$ cat config.mk
export PLATFORM = sky130hd
export DESIGN_NAME = block_texture_decoder
export DESIGN_NICKNAME = d
export VERILOG_FILES = /design/src/btd_pkg.sv /design/src/btd_position.sv /design/src/btd_palette.sv /design/src/btd_emit.sv /design/src/block_texture_decoder.sv
export SDC_FILE = /design/constraint.sdc
export NUM_CORES = 2
export LEC_CHECK = 0
export BUFFER_PORTS_ARGS = -buffer_cell sky130_fd_sc_hd__buf_2
export CAP_MARGIN = 40
export CORE_MARGIN = 8
export CORE_UTILIZATION = 50
export CTS_CLUSTER_SIZE = 10
export DETAILED_ROUTE_END_ITERATION = 16
export PLACE_DENSITY = 0.71
export RECOVER_POWER = 25
export SKIP_CTS_REPAIR_TIMING = 1
export SLEW_MARGIN = 20
export SYNTH_ARGS = -nofsm -noshare
export SYNTH_HDL_FRONTEND = slang
export SYNTH_HIERARCHICAL = 1
export SYNTH_SLANG_ARGS = --single-unit
$ cat constraint.sdc
create_clock -name clk -period 22.9 [get_ports clk]
set_input_delay 4.58 -clock clk [delete_from_list [all_inputs] [get_ports clk]]
set_output_delay 4.58 -clock clk [all_outputs]
set_load 0.03 [all_outputs]
$ cat src/btd_pkg.sv
// ----------------------------------------------------------------------------
// btd_pkg
// shared constants, types and arithmetic helpers of the block texture decoder
// ----------------------------------------------------------------------------
package btd_pkg;

	// largest image side in pixels and the widths that follow from it
	localparam int MAX_DIM = 4096;
	localparam int CRD_W   = $clog2(MAX_DIM);
	localparam int BLK_W   = CRD_W - 2;
	localparam int BCNT_W  = BLK_W + 1;
	localparam int DIM_W   = 13;

	// configuration port
	localparam int CFG_IDX_W  = 4;
	localparam int CFG_DATA_W = 16;

	localparam logic [CFG_IDX_W-1:0] CFG_FORMAT = CFG_IDX_W'(0);
	localparam logic [CFG_IDX_W-1:0] CFG_WIDTH  = CFG_IDX_W'(1);
	localparam logic [CFG_IDX_W-1:0] CFG_HEIGHT = CFG_IDX_W'(2);
	localparam logic [CFG_IDX_W-1:0] CFG_OPAQUE = CFG_IDX_W'(3);

	localparam logic [DIM_W-1:0] RST_WIDTH  = DIM_W'(256);
	localparam logic [DIM_W-1:0] RST_HEIGHT = DIM_W'(256);

	typedef enum logic [1:0] {
		FMT_DXT1 = 2'd0,
		FMT_DXT3 = 2'd1,
		FMT_DXT5 = 2'd2,
		FMT_RSVD = 2'd3
	} fmt_t;

	// block position and clip extent
	typedef struct packed {
		logic [BLK_W-1:0] bx;
		logic [BLK_W-1:0] by;
		logic [1:0]       last_col;
		logic [1:0]       last_row;
		logic             last_block;
	} pos_t;

	// accepted block as held in the input register
	typedef struct packed {
		logic [63:0] alpha_word;
		logic [63:0] color_word;
		pos_t        pos;
	} blk_t;

	// per-block palette and raw pixel data
	typedef struct packed {
		logic [7:0]       r0;
		logic [7:0]       g0;
		logic [7:0]       b0;
		logic [7:0]       r1;
		logic [7:0]       g1;
		logic [7:0]       b1;
		logic [7:0]       r2;
		logic [7:0]       g2;
		logic [7:0]       b2;
		logic             four;
		logic [7:0]       a0;
		logic [7:0]       a1;
		logic             amode8;
		logic [5:0][10:0] anum;
		logic [63:0]      alpha_word;
		logic [31:0]      idx;
		pos_t             pos;
	} pal_t;

	// one decoded pixel
	typedef struct packed {
		logic [CRD_W-1:0] x;
		logic [CRD_W-1:0] y;
		logic [7:0]       r;
		logic [7:0]       g;
		logic [7:0]       b;
		logic [7:0]       a;
		logic             block_done;
		logic             image_done;
	} pix_t;

	// floor(255*v/31) by fixed-point reciprocal
	function automatic logic [7:0] exp5(input logic [4:0] v);
		logic [24:0] p;
		p = {20'd0, v} * 25'd539088;
		return p[23:16];
	endfunction

	// floor(255*v/63) by fixed-point reciprocal
	function automatic logic [7:0] exp6(input logic [5:0] v);
		logic [24:0] p;
		p = {19'd0, v} * 25'd265266;
		return p[23:16];
	endfunction

	// floor(x/3), x up to 765
	function automatic logic [7:0] div3(input logic [9:0] x);
		logic [19:0] p;
		p = {10'd0, x} * 20'd683;
		return p[18:11];
	endfunction

	// floor(x/5), x up to 1275
	function automatic logic [7:0] div5(input logic [10:0] x);
		logic [21:0] p;
		p = {11'd0, x} * 22'd3277;
		return p[21:14];
	endfunction

	// floor(x/7), x up to 1785
	function automatic logic [7:0] div7(input logic [10:0] x);
		logic [21:0] p;
		p = {11'd0, x} * 22'd2341;
		return p[21:14];
	endfunction

endpackage

$ cat src/btd_position.sv
// ----------------------------------------------------------------------------
// btd_position
// block column/row counters, image clipping extents and end-of-image flag
// ----------------------------------------------------------------------------
module btd_position (
	input  logic                     clk,
	input  logic                     arst_n,
	input  logic [btd_pkg::DIM_W-1:0] width_raw,
	input  logic [btd_pkg::DIM_W-1:0] height_raw,
	input  logic                     advance,
	output btd_pkg::pos_t            pos
);

	logic [btd_pkg::BLK_W-1:0]  col_q;
	logic [btd_pkg::BLK_W-1:0]  row_q;
	logic [btd_pkg::CRD_W:0]    w;
	logic [btd_pkg::CRD_W:0]    h;
	logic [btd_pkg::CRD_W:0]    w_p3;
	logic [btd_pkg::CRD_W:0]    h_p3;
	logic [btd_pkg::BCNT_W-1:0] bw;
	logic [btd_pkg::BCNT_W-1:0] bh;
	logic                       stale;
	logic [btd_pkg::BLK_W-1:0]  cur_col;
	logic [btd_pkg::BLK_W-1:0]  cur_row;
	logic [btd_pkg::CRD_W:0]    rem_x;
	logic [btd_pkg::CRD_W:0]    rem_y;
	logic [btd_pkg::BCNT_W-1:0] nxt_col;
	logic [btd_pkg::BCNT_W-1:0] nxt_row;

	function automatic logic [btd_pkg::CRD_W:0] clamp_dim(input logic [btd_pkg::DIM_W-1:0] v);
		logic [btd_pkg::CRD_W:0] r;
		if (v == '0) begin
			r = (btd_pkg::CRD_W+1)'(1);
		end else if (32'(v) > 32'(btd_pkg::MAX_DIM)) begin
			r = (btd_pkg::CRD_W+1)'(btd_pkg::MAX_DIM);
		end else begin
			r = (btd_pkg::CRD_W+1)'(v);
		end
		return r;
	endfunction

	always_comb begin
		w     = clamp_dim(width_raw);
		h     = clamp_dim(height_raw);
		w_p3  = w + (btd_pkg::CRD_W+1)'(3);
		h_p3  = h + (btd_pkg::CRD_W+1)'(3);
		bw    = w_p3[btd_pkg::CRD_W:2];
		bh    = h_p3[btd_pkg::CRD_W:2];
		// counters left outside the grid by a register write restart at the origin
		stale = ({1'b0, col_q} >= bw) || ({1'b0, row_q} >= bh);
		cur_col = stale ? '0 : col_q;
		cur_row = stale ? '0 : row_q;
		rem_x = w - {1'b0, cur_col, 2'b00};
		rem_y = h - {1'b0, cur_row, 2'b00};
		pos.bx = cur_col;
		pos.by = cur_row;
		pos.last_col = (rem_x >= (btd_pkg::CRD_W+1)'(4)) ? 2'd3 : 2'(rem_x[1:0] - 2'd1);
		pos.last_row = (rem_y >= (btd_pkg::CRD_W+1)'(4)) ? 2'd3 : 2'(rem_y[1:0] - 2'd1);
		pos.last_block = ({1'b0, cur_col} == bw - btd_pkg::BCNT_W'(1))
			&& ({1'b0, cur_row} == bh - btd_pkg::BCNT_W'(1));
		nxt_col = {1'b0, cur_col} + btd_pkg::BCNT_W'(1);
		nxt_row = {1'b0, cur_row} + btd_pkg::BCNT_W'(1);
	end

	always_ff @(posedge clk or negedge arst_n) begin
		if (!arst_n) begin
			col_q <= '0;
			row_q <= '0;
		end else if (advance) begin
			if (nxt_col >= bw) begin
				col_q <= '0;
				row_q <= (nxt_row >= bh) ? '0 : nxt_row[btd_pkg::BLK_W-1:0];
			end else begin
				col_q <= nxt_col[btd_pkg::BLK_W-1:0];
				row_q <= cur_row;
			end
		end
	end

endmodule

$ cat src/btd_palette.sv
// ----------------------------------------------------------------------------
// btd_palette
// endpoint expansion and alpha interpolation terms, registered once per block
// ----------------------------------------------------------------------------
module btd_palette (
	input  logic                 clk,
	input  logic                 load,
	input  btd_pkg::fmt_t        fmt,
	input  btd_pkg::blk_t        blk,
	output btd_pkg::pal_t        pal
);

	btd_pkg::pal_t pal_d;
	logic [15:0]   c0;
	logic [15:0]   c1;
	logic [4:0]    r0f, b0f, r1f, b1f;
	logic [5:0]    g0f, g1f;
	logic [5:0]    r_sum, b_sum;
	logic [6:0]    g_sum;
	logic [8:0]    r_avg, g_avg, b_avg;
	logic          dxt1;

	always_comb begin
		c0   = blk.color_word[15:0];
		c1   = blk.color_word[31:16];
		r0f  = c0[15:11];
		g0f  = c0[10:5];
		b0f  = c0[4:0];
		r1f  = c1[15:11];
		g1f  = c1[10:5];
		b1f  = c1[4:0];
		dxt1 = (fmt == btd_pkg::FMT_DXT1);

		pal_d = '0;
		pal_d.r0 = dxt1 ? {r0f, 3'b000} : btd_pkg::exp5(r0f);
		pal_d.g0 = dxt1 ? {g0f, 2'b00}  : btd_pkg::exp6(g0f);
		pal_d.b0 = dxt1 ? {b0f, 3'b000} : btd_pkg::exp5(b0f);
		pal_d.r1 = dxt1 ? {r1f, 3'b000} : btd_pkg::exp5(r1f);
		pal_d.g1 = dxt1 ? {g1f, 2'b00}  : btd_pkg::exp6(g1f);
		pal_d.b1 = dxt1 ? {b1f, 3'b000} : btd_pkg::exp5(b1f);

		// three-colour midpoint: expanded average for dxt1, raw-field average otherwise
		r_avg = {1'b0, r0f, 3'b000} + {1'b0, r1f, 3'b000};
		g_avg = {1'b0, g0f, 2'b00} + {1'b0, g1f, 2'b00};
		b_avg = {1'b0, b0f, 3'b000} + {1'b0, b1f, 3'b000};
		r_sum = {1'b0, r0f} + {1'b0, r1f};
		g_sum = {1'b0, g0f} + {1'b0, g1f};
		b_sum = {1'b0, b0f} + {1'b0, b1f};
		pal_d.r2 = dxt1 ? r_avg[8:1] : btd_pkg::exp5(r_sum[5:1]);
		pal_d.g2 = dxt1 ? g_avg[8:1] : btd_pkg::exp6(g_sum[6:1]);
		pal_d.b2 = dxt1 ? b_avg[8:1] : btd_pkg::exp5(b_sum[5:1]);
		pal_d.four = (c0 > c1);

		pal_d.a0 = blk.alpha_word[7:0];
		pal_d.a1 = blk.alpha_word[15:8];
		pal_d.amode8 = (pal_d.a0 > pal_d.a1);
		// numerators for alpha codes two to seven
		for (int j = 0; j < 6; j++) begin
			if (pal_d.amode8) begin
				pal_d.anum[j] = 11'({3'b000, pal_d.a1} * 11'(j + 1))
					+ 11'({3'b000, pal_d.a0} * 11'(6 - j));
			end else if (j < 4) begin
				pal_d.anum[j] = 11'({3'b000, pal_d.a1} * 11'(j + 1))
					+ 11'({3'b000, pal_d.a0} * 11'(4 - j));
			end else begin
				pal_d.anum[j] = '0;
			end
		end

		pal_d.alpha_word = blk.alpha_word;
		pal_d.idx        = blk.color_word[63:32];
		pal_d.pos        = blk.pos;
	end

	always_ff @(posedge clk) begin
		if (load) begin
			pal <= pal_d;
		end
	end

endmodule

$ cat src/btd_emit.sv
// ----------------------------------------------------------------------------
// btd_emit
// walks the in-image pixels of a block, one per beat, into the result register
// ----------------------------------------------------------------------------
module btd_emit (
	input  logic          clk,
	input  logic          arst_n,
	input  btd_pkg::pal_t pal,
	input  logic          pal_valid,
	input  btd_pkg::fmt_t fmt,
	input  logic          force_opaque,
	input  logic          pix_ready,
	output logic          pal_done,
	output btd_pkg::pix_t pix,
	output logic          pix_valid
);

	logic [1:0]    px_q;
	logic [1:0]    py_q;
	logic          adv;
	logic          last_px;
	logic          last_pix;
	logic [3:0]    pi;
	logic [1:0]    ci;
	logic [3:0]    nib;
	logic [5:0]    apos;
	logic [2:0]    ai;
	logic [2:0]    asel;
	btd_pkg::pix_t pix_d;

	function automatic logic [7:0] chan(
		input logic [7:0] p0,
		input logic [7:0] p1,
		input logic [7:0] p2,
		input logic       four,
		input logic [1:0] c
	);
		logic [7:0] r;
		unique case (c)
			2'd0: r = p0;
			2'd1: r = p1;
			2'd2: r = four ? btd_pkg::div3({1'b0, p0, 1'b0} + {2'b00, p1}) : p2;
			2'd3: r = four ? btd_pkg::div3({2'b00, p0} + {1'b0, p1, 1'b0}) : 8'd0;
			default: r = 8'd0;
		endcase
		return r;
	endfunction

	always_comb begin
		adv      = pal_valid && (!pix_valid || pix_ready);
		last_px  = (px_q == pal.pos.last_col);
		last_pix = last_px && (py_q == pal.pos.last_row);
		pal_done = adv && last_pix;

		pi   = {py_q, px_q};
		ci   = pal.idx[{pi, 1'b0} +: 2];
		nib  = pal.alpha_word[{pi, 2'b00} +: 4];
		apos = 6'd16 + {1'b0, pi, 1'b0} + {2'b00, pi};
		ai   = pal.alpha_word[apos +: 3];
		asel = 3'(ai - 3'd2);

		pix_d.x = {pal.pos.bx, px_q};
		pix_d.y = {pal.pos.by, py_q};
		pix_d.r = chan(pal.r0, pal.r1, pal.r2, pal.four, ci);
		pix_d.g = chan(pal.g0, pal.g1, pal.g2, pal.four, ci);
		pix_d.b = chan(pal.b0, pal.b1, pal.b2, pal.four, ci);
		pix_d.block_done = last_pix;
		pix_d.image_done = last_pix && pal.pos.last_block;

		priority if (fmt == btd_pkg::FMT_DXT1) begin
			pix_d.a = (!pal.four && ci == 2'd3) ? 8'd0 : 8'd255;
		end else if (force_opaque) begin
			pix_d.a = 8'd255;
		end else if (fmt == btd_pkg::FMT_DXT3) begin
			pix_d.a = {nib, nib};
		end else if (ai == 3'd0) begin
			pix_d.a = pal.a0;
		end else if (ai == 3'd1) begin
			pix_d.a = pal.a1;
		end else if (pal.amode8) begin
			pix_d.a = btd_pkg::div7(pal.anum[asel]);
		end else if (ai == 3'd6) begin
			pix_d.a = 8'd0;
		end else if (ai == 3'd7) begin
			pix_d.a = 8'd255;
		end else begin
			pix_d.a = btd_pkg::div5(pal.anum[asel]);
		end
	end

	always_ff @(posedge clk or negedge arst_n) begin
		if (!arst_n) begin
			px_q      <= '0;
			py_q      <= '0;
			pix_valid <= 1'b0;
		end else begin
			if (adv) begin
				pix_valid <= 1'b1;
				if (last_pix) begin
					px_q <= '0;
					py_q <= '0;
				end else if (last_px) begin
					px_q <= '0;
					py_q <= py_q + 2'd1;
				end else begin
					px_q <= px_q + 2'd1;
				end
			end else if (pix_ready) begin
				pix_valid <= 1'b0;
			end
		end
	end

	always_ff @(posedge clk) begin
		if (adv) begin
			pix <= pix_d;
		end
	end

endmodule

$ cat src/block_texture_decoder.sv
// ----------------------------------------------------------------------------
// block_texture_decoder
// s3tc block decoder (dxt1, dxt3, dxt5) emitting clipped pixels with positions
// ----------------------------------------------------------------------------
// Compressed 4x4 blocks enter in raster block order, one per beat, as a
// 64-bit alpha word and a 64-bit colour word. Each block leaves as one beat
// per pixel that lies inside the image, in raster order within the block,
// carrying x, y, RGB and alpha; tlast marks the last pixel of the block and
// tuser additionally flags it when the block is the last of the image. The
// pixel walker gives one pixel per cycle unless m_tready stalls it; a block
// clipped at the right or bottom edge yields as many beats as it
// has visible pixels (1 to 16). Blocks pass an input register and a palette
// register before the walker, so a new block is taken while the previous
// one is still being emitted and the next block follows without a gap.
// An accepted block passes the input, palette and result registers on its
// way to the output. The block position counters wrap at the end of the
// image and are not cleared by register writes; if a write leaves them
// outside the new block grid they restart at the origin. Registers are to
// be written only while the decoder is idle.
// ----------------------------------------------------------------------------
module block_texture_decoder (
	input  logic                          clk,
	input  logic                          arst_n,
	// block input
	input  logic                          s_tvalid,
	output logic                          s_tready,
	input  logic [127:0]                  s_tdata,   // alpha_word, color_word
	// pixel output
	output logic                          m_tvalid,
	input  logic                          m_tready,
	output logic [55:0]                   m_tdata,   // pixel_x, pixel_y, red, green, blue, alpha
	output logic                          m_tlast,   // block_done
	output logic                          m_tuser,   // image_done
	// register writes
	input  logic                          cfg_valid,
	output logic                          cfg_ready,
	input  logic [btd_pkg::CFG_IDX_W-1:0]  cfg_index,
	input  logic [btd_pkg::CFG_DATA_W-1:0] cfg_data
);

	// configuration registers
	btd_pkg::fmt_t             fmt_q;
	logic [btd_pkg::DIM_W-1:0] width_q;
	logic [btd_pkg::DIM_W-1:0] height_q;
	logic                      opaque_q;

	// block pipeline: input register then palette register
	btd_pkg::blk_t blk_s1;
	logic          s1_valid_q;
	logic          s2_valid_q;
	btd_pkg::pal_t pal_s2;
	btd_pkg::pos_t pos;
	logic          in_acc;
	logic          s2_load;
	logic          s1_move;
	logic          pal_done;
	btd_pkg::pix_t pix;

	assign cfg_ready = 1'b1;

	always_ff @(posedge clk or negedge arst_n) begin
		if (!arst_n) begin
			fmt_q    <= btd_pkg::FMT_DXT1;
			width_q  <= btd_pkg::RST_WIDTH;
			height_q <= btd_pkg::RST_HEIGHT;
			opaque_q <= 1'b1;
		end else if (cfg_valid && cfg_ready) begin
			unique case (cfg_index)
				btd_pkg::CFG_FORMAT: fmt_q    <= btd_pkg::fmt_t'(cfg_data[1:0]);
				btd_pkg::CFG_WIDTH:  width_q  <= cfg_data[btd_pkg::DIM_W-1:0];
				btd_pkg::CFG_HEIGHT: height_q <= cfg_data[btd_pkg::DIM_W-1:0];
				btd_pkg::CFG_OPAQUE: opaque_q <= cfg_data[0];
				default: ;
			endcase
		end
	end

	// the palette register frees up in the cycle its last pixel enters the result register
	assign s2_load  = !s2_valid_q || pal_done;
	assign s1_move  = s1_valid_q && s2_load;
	assign s_tready = !s1_valid_q || s2_load;
	assign in_acc   = s_tvalid && s_tready;

	// position of the incoming block, advanced on every accepted beat
	btd_position u_position (
		.clk        (clk),
		.arst_n     (arst_n),
		.width_raw  (width_q),
		.height_raw (height_q),
		.advance    (in_acc),
		.pos        (pos)
	);

	always_ff @(posedge clk or negedge arst_n) begin
		if (!arst_n) begin
			s1_valid_q <= 1'b0;
			s2_valid_q <= 1'b0;
		end else begin
			if (in_acc) begin
				s1_valid_q <= 1'b1;
			end else if (s2_load) begin
				s1_valid_q <= 1'b0;
			end
			if (s1_move) begin
				s2_valid_q <= 1'b1;
			end else if (pal_done) begin
				s2_valid_q <= 1'b0;
			end
		end
	end

	always_ff @(posedge clk) begin
		if (in_acc) begin
			blk_s1.alpha_word <= s_tdata[63:0];
			blk_s1.color_word <= s_tdata[127:64];
			blk_s1.pos        <= pos;
		end
	end

	// endpoint expansion and alpha terms
	btd_palette u_palette (
		.clk  (clk),
		.load (s1_move),
		.fmt  (fmt_q),
		.blk  (blk_s1),
		.pal  (pal_s2)
	);

	// per-pixel selection into the result register
	btd_emit u_emit (
		.clk          (clk),
		.arst_n       (arst_n),
		.pal          (pal_s2),
		.pal_valid    (s2_valid_q),
		.fmt          (fmt_q),
		.force_opaque (opaque_q),
		.pix_ready    (m_tready),
		.pal_done     (pal_done),
		.pix          (pix),
		.pix_valid    (m_tvalid)
	);

	assign m_tdata = {pix.a, pix.b, pix.g, pix.r, pix.y, pix.x};
	assign m_tlast = pix.block_done;
	assign m_tuser = pix.image_done;

endmodule

Word-level counts from Yosys, hierarchy flattened --
Cells that the tools add are included.
Word-level totals: input port bits 153, flip-flop bits (word level) 544, logic and storage cells 229, latch bits 0, bits in read-only memories 0, RAM bits 0, memories kept 0
Cells by class: shift-type cells 3, $add $sub $neg 37, equal/unequal tests 14, divide/modulo/power cells 0, reduce and logical (&&, ||, !) cells 31, multiply operators 23, bitwise gates (word level) 0, muxes and demuxes 52, magnitude comparators 11
Operators with widths (number):
- two-way mux 8 bit | 24
- multiplier 5 x 16 -> 20 bit, second input constant | 6
- multiplier 10 x 10 -> 19 bit, second input constant | 6
- case mux 8 bit (4 select lines) | 3
- multiplier 6 x 18 -> 23 bit, second input constant | 3
- indexed part select 64 x 7 -> 3 bit | 1
- indexed part select 64 x 7 -> 4 bit | 1
- two-way mux 11 bit | 5
- two-way mux 13 bit | 4
- two-way mux 10 bit | 5
- multiplier 11 x 12 -> 22 bit, second input constant | 2
- multiplier 8 x 2 -> 10 bit, second input constant | 4
- binary-select mux 11 bit (select 3 bit) | 1
- indexed part select 32 x 6 -> 2 bit | 1
- adder 8 x 9 -> 10 bit | 3
- adder 9 x 8 -> 10 bit | 3
- adder 8 x 8 -> 9 bit | 3
- adder 13 x 2 -> 13 bit, second input constant | 2
- greater-or-equal comparator 13 x 3 -> 1 bit, second input constant | 2
- > comparator 13 bit, second input constant | 2
- logical NOT 13 bit | 2
- subtractor 13 x 12 -> 13 bit | 2
- adder 10 x 1 -> 11 bit, second input constant | 2
- adder 10 x 10 -> 11 bit | 2
- 40 further kinds | 82

Logic depth before layout (Yosys ltp) --
depth after elaboration 15, mapped depth 41, depth with buffers taken out 34

Cells and area by module --
The synthesis kept the hierarchy.
Modules (own cells, without submodules):
- btd_emit | instances 1, cells each 2051, area an instance 20594.8 µm²
- btd_palette | instances 1, cells each 1718, area an instance 19702.6 µm²
- block_texture_decoder | instances 1, cells each 228, area an instance 5906.9 µm²
- btd_position | instances 1, cells each 658, area an instance 4992.3 µm²

Worst setup path after synthesis --
Ideal clock, no wire load.
path type input -> register, start point input m_tready, end point register u_palette/pal[0] (netlist name), stages on the path 7, slack 9921 ps, arrival 12329 ps, setup time 650 ps, path through nand2b_1 -> nand2_1 -> inv_1 -> nand2_1 -> nor2_1 -> nand2b_1 -> and2_1
Between the ends: longest elaborated chain between the ends 5
Ends and longest elaborated chain:
- start: declaration | line block_texture_decoder.sv:30 | input logic m_tready,
- logical OR 1 bit | line btd_emit.sv:50 | adv = pal_valid && (!pix_valid || pix_ready);
- logical AND 1 bit | line btd_emit.sv:50
- via u_emit.adv | line btd_emit.sv:20 | logic adv;
- logical AND 1 bit | line btd_emit.sv:53 | pal_done = adv && last_pix;
- via pal_done | line block_texture_decoder.sv:56 | logic pal_done;
- logical OR 1 bit | line block_texture_decoder.sv:79 | assign s2_load = !s2_valid_q || pal_done;
- logical AND 1 bit | line block_texture_decoder.sv:80 | assign s1_move = s1_valid_q && s2_load;
- via s1_move | line block_texture_decoder.sv:55 | logic s1_move;
The timed path passes the listed nets, and every way through them passes these cells. A chain may end at the register's enable or synchronous reset.

==> PnR_summary.wiki <==
{| class="wikitable"
! Metric !! Value
|-
| Outcome || complete, but fails checks
|-
| Violated checks || max-capacitance violations, max-slew violations
|-
| Maximum net fanout on the critical path || 52
|-
| Achievable clock frequency || 83.5 MHz
|-
| Critical path's largest stage delay || 1.48 ns
|-
| Endpoints failing hold || 0
|-
| Area occupied by multi-input gates || 0.0328 mm^2
|-
| Post-synth cell types || 126
|-
| Cell types with the largest area share after synthesis || edfxtp_1, ha_1, fa_1
|-
| Kind of start point of the critical path || flop
|-
| Seq cells post-synth || 524
|-
| Setup TNS || 0 ns
|-
| Clock tree root driver cell || clkbuf_16
|-
| Die outline area || 0.113 mm^2
|-
| Max stage delay cell, worst path || clkbuf_1
|-
| Final-stage net count || 6229
|-
| Tightest hold margin || 0.416 ns
|-
| Max-cap violations || 2
|-
| Detailed-route DRC error count || 0
|-
| Clock network latency to the later pin of the worst-skew pair || 0.62 ns
|-
| Weighted congestion at the end of routability-driven global placement || 0.903
|-
| CTS Buf Count || 68
|-
| Cell type with the highest aggregate area in the netlist || edfxtp_1
|-
| Filler cell count in the final layout || 8692
|-
| Net count after synthesis || 6021
|-
| Num ports || 214
|-
| Number of clock sinks || 524
|-
| Vias || 35600
|-
| Via count of the first global-routing pass || 36200
|-
| Die Wd || 336 um
|-
| Sum of routed wire length over all layers || 122000 um
|-
| Data arrival at the endpoint of the critical path || 12.32 ns
|-
| Top_reg_cell synth || edfxtp_1
|-
| Die Height || 336 um
|-
| Register area || 0.0155 mm^2
|-
| Crit-path leading delay family || adder cells
|-
| Finished layout cell area || 0.0558 mm^2
|-
| Buffers plus inverters on the worst setup path || 8
|-
| Number of antenna violations at the first check in global routing || 14
|-
| Estimated wirelength of the detail-placed design || 96000 um
|-
| Routed length per placed instance || 19.4 um
|-
| Transition time of the tightest slew-check pin || 2.52 ns
|-
| Per-instance average area after synthesis || 11.0 um^2
|-
| Type of element capturing the critical path || flop
|-
| Total placed instance area || 0.0536 mm^2
|-
| Worst hold path class || flop to flop
|-
| Critical setup path kind || flop to flop
|-
| Cells after synthesis || 4655
|-
| Headroom to the max-slew limit || -67.9%
|-
| Antenna violation net count after detailed routing || 0
|-
| First-pass GRT wire length || 194000 um
|-
| Initial standard-cell utilization of the core || 50.3%
|-
| Setup repair after global routing missed its margin || false
|-
| Std-Cell Rows || 117
|-
| Final Max Slew Viols || 83
|-
| Detailed-router iteration count before antenna repair || 6
|-
| Min Tclk post-route || 11.98 ns
|-
| Violation count after the first detailed-route iteration || 2592
|-
| Maximum number of pins on one net before global-route repair || 68
|-
| IO buf count || 209
|-
| Clock-pin slew of the registers on the worst-case setup and hold paths || 0.05 ns
|-
| Clock tree from TritonCTS || yes
|-
| Async set-reset flop share out of synthesis || 10.7%
|-
| Cell repeated most along the worst path || inv_1
|-
| Setup Viol. Count Final || 0
|-
| Period Utilization, post-route || 52.3%
|-
| Total track usage || 21.4%
|-
| List of most frequent post-synthesis cells || ha_1, inv_1, edfxtp_1
|-
| Number of warnings issued by yosys || 6
|-
| Deepest clock path buffer count || 3
|-
| Most frequently used cell type in the post-synthesis netlist || ha_1
|-
| Worst endpoint required time || 23.25 ns
|-
| Fraction of the yosys area taken by sequential cells || 30.2%
|-
| Fraction of synthesized cell area taken by the top area cell type || 27.5%
|-
| CORE AREA || 0.102 mm^2
|-
| Number of flops mapped to enable cells by yosys || 468
|-
| Number of vias per cell after detailed routing || 5.67
|-
| Number of H-tree levels || 3
|-
| GRT Residual Overflow || 0
|-
| Area growth from synthesis to final layout || 9.04%
|-
| Fraction of layout cells with a size suffix above 1 || 10.9%
|-
| Final worst clock skew || 0.0296 ns
|-
| Post-synthesis instance area || 0.0512 mm^2
|}
## cells by family after synthesis
group / after synthesis / share of synthesized area [%]
fa+ha+maj: 1215 / 33.4
buf+inv: 724 / 5.70
simple gates: 840 / 8.30
flops: 524 / 30.2
xor+xnor: 320 / 5.51
other cells: 1 / 0.00732
mux: 202 / 5.80
compound gates: 829 / 11.1
## placed cells by master, fill, tap and decap left out, drive strengths merged, types with 65 or more instances in the layout
cell type / instances
ha: 960
inv: 612
edfxtp: 468
fa: 253
a21oi: 251
buf: 241
xnor2: 238
nor2: 224
nand2: 201
o21ai: 128
a21o: 107
clkbuf: 98
mux2i: 97
xor2: 82
nand3: 75
mux4: 65
## routing by layer
layer  global-route usage, %  part of all wire [%]  vias up  wire [um]
li1                        -                     -    17100          -
met4                    6.15                   2.7        8       3230
met1                    29.3                    45    17300      54600
met3                    3.87                   6.6      195       8080
met2                    34.8                    46     1076      55800
met5                       0                 0.042        -         51
## area by class of cell
type                    instances  share of cell area (%)
multi-input cells            3407                    58.8
flip-flops and latches        524                    27.7
inverters                     613                    4.12
clock buffers                  91                    3.24
well taps                    1368                    3.07
repair buffers                249                    2.61
clock inverters                24                   0.437
diodes                          7                  0.0314
## state kept, by name, indices dropped and copies added (netlist names)
register	flops
blk_s1	153
fmt_q	2
height_q	13
opaque_q	1
s1_valid_q	1
s2_valid_q	1
u_emit/pix	58
u_emit/pix_valid	1
u_emit/px_q	2
u_emit/py_q	2
u_palette/pal	257
u_position/col_q	10
u_position/row_q	10
width_q	13
## final timing paths
kind                                             from  slack, ns  cells past startpoint                              end
max                        u_emit/px_q[1]$_DFFE_PN0P_      10.92                     34          u_emit/pix[5]$_DFFE_PP_
max in group asynchronous                      arst_n      18.33                      3             opaque_q$_DFFE_PN1P_
min in group asynchronous                      arst_n       3.92                      2  u_position/col_q[1]$_DFFE_PN0P_
min reg2reg                     blk_s1[142]$_DFFE_PP_       0.42                      0     u_palette/pal[110]$_DFFE_PP_
min                             blk_s1[142]$_DFFE_PP_       0.42                      0     u_palette/pal[110]$_DFFE_PP_
max reg2reg                u_emit/px_q[1]$_DFFE_PN0P_      10.92                     34          u_emit/pix[5]$_DFFE_PP_
## worst register-to-register path, delay by kind of cell, from the launching register on
family                   cells  cell delay (ns)
XOR/XNOR                     1             0.17
buffers and inverters        8             3.23
AO/OA/AOI/OAI               11             2.61
AND/OR/NAND/NOR              3             0.67
flip-flops                   1             0.35
adder cells (fa/ha/maj)      7             3.27
multiplexers                 4             1.41
## stage by stage
stage / utilization [%] / worst slack, ns / std cells
after floorplan: - / 9.92 / 4655
after global placement: 52.7 / 12.39 / 6148
after detailed placement: 52.7 / 12.27 / 6153
after CTS: 54.7 / 12.25 / 6268
after global routing: 54.9 / 10.35 / 6278
final: 54.9 / 10.92 / 6283
Power is left out: the tool's default activity adds up to more than one toggle a clock period on the data nets, which glitch-free logic cannot reach.
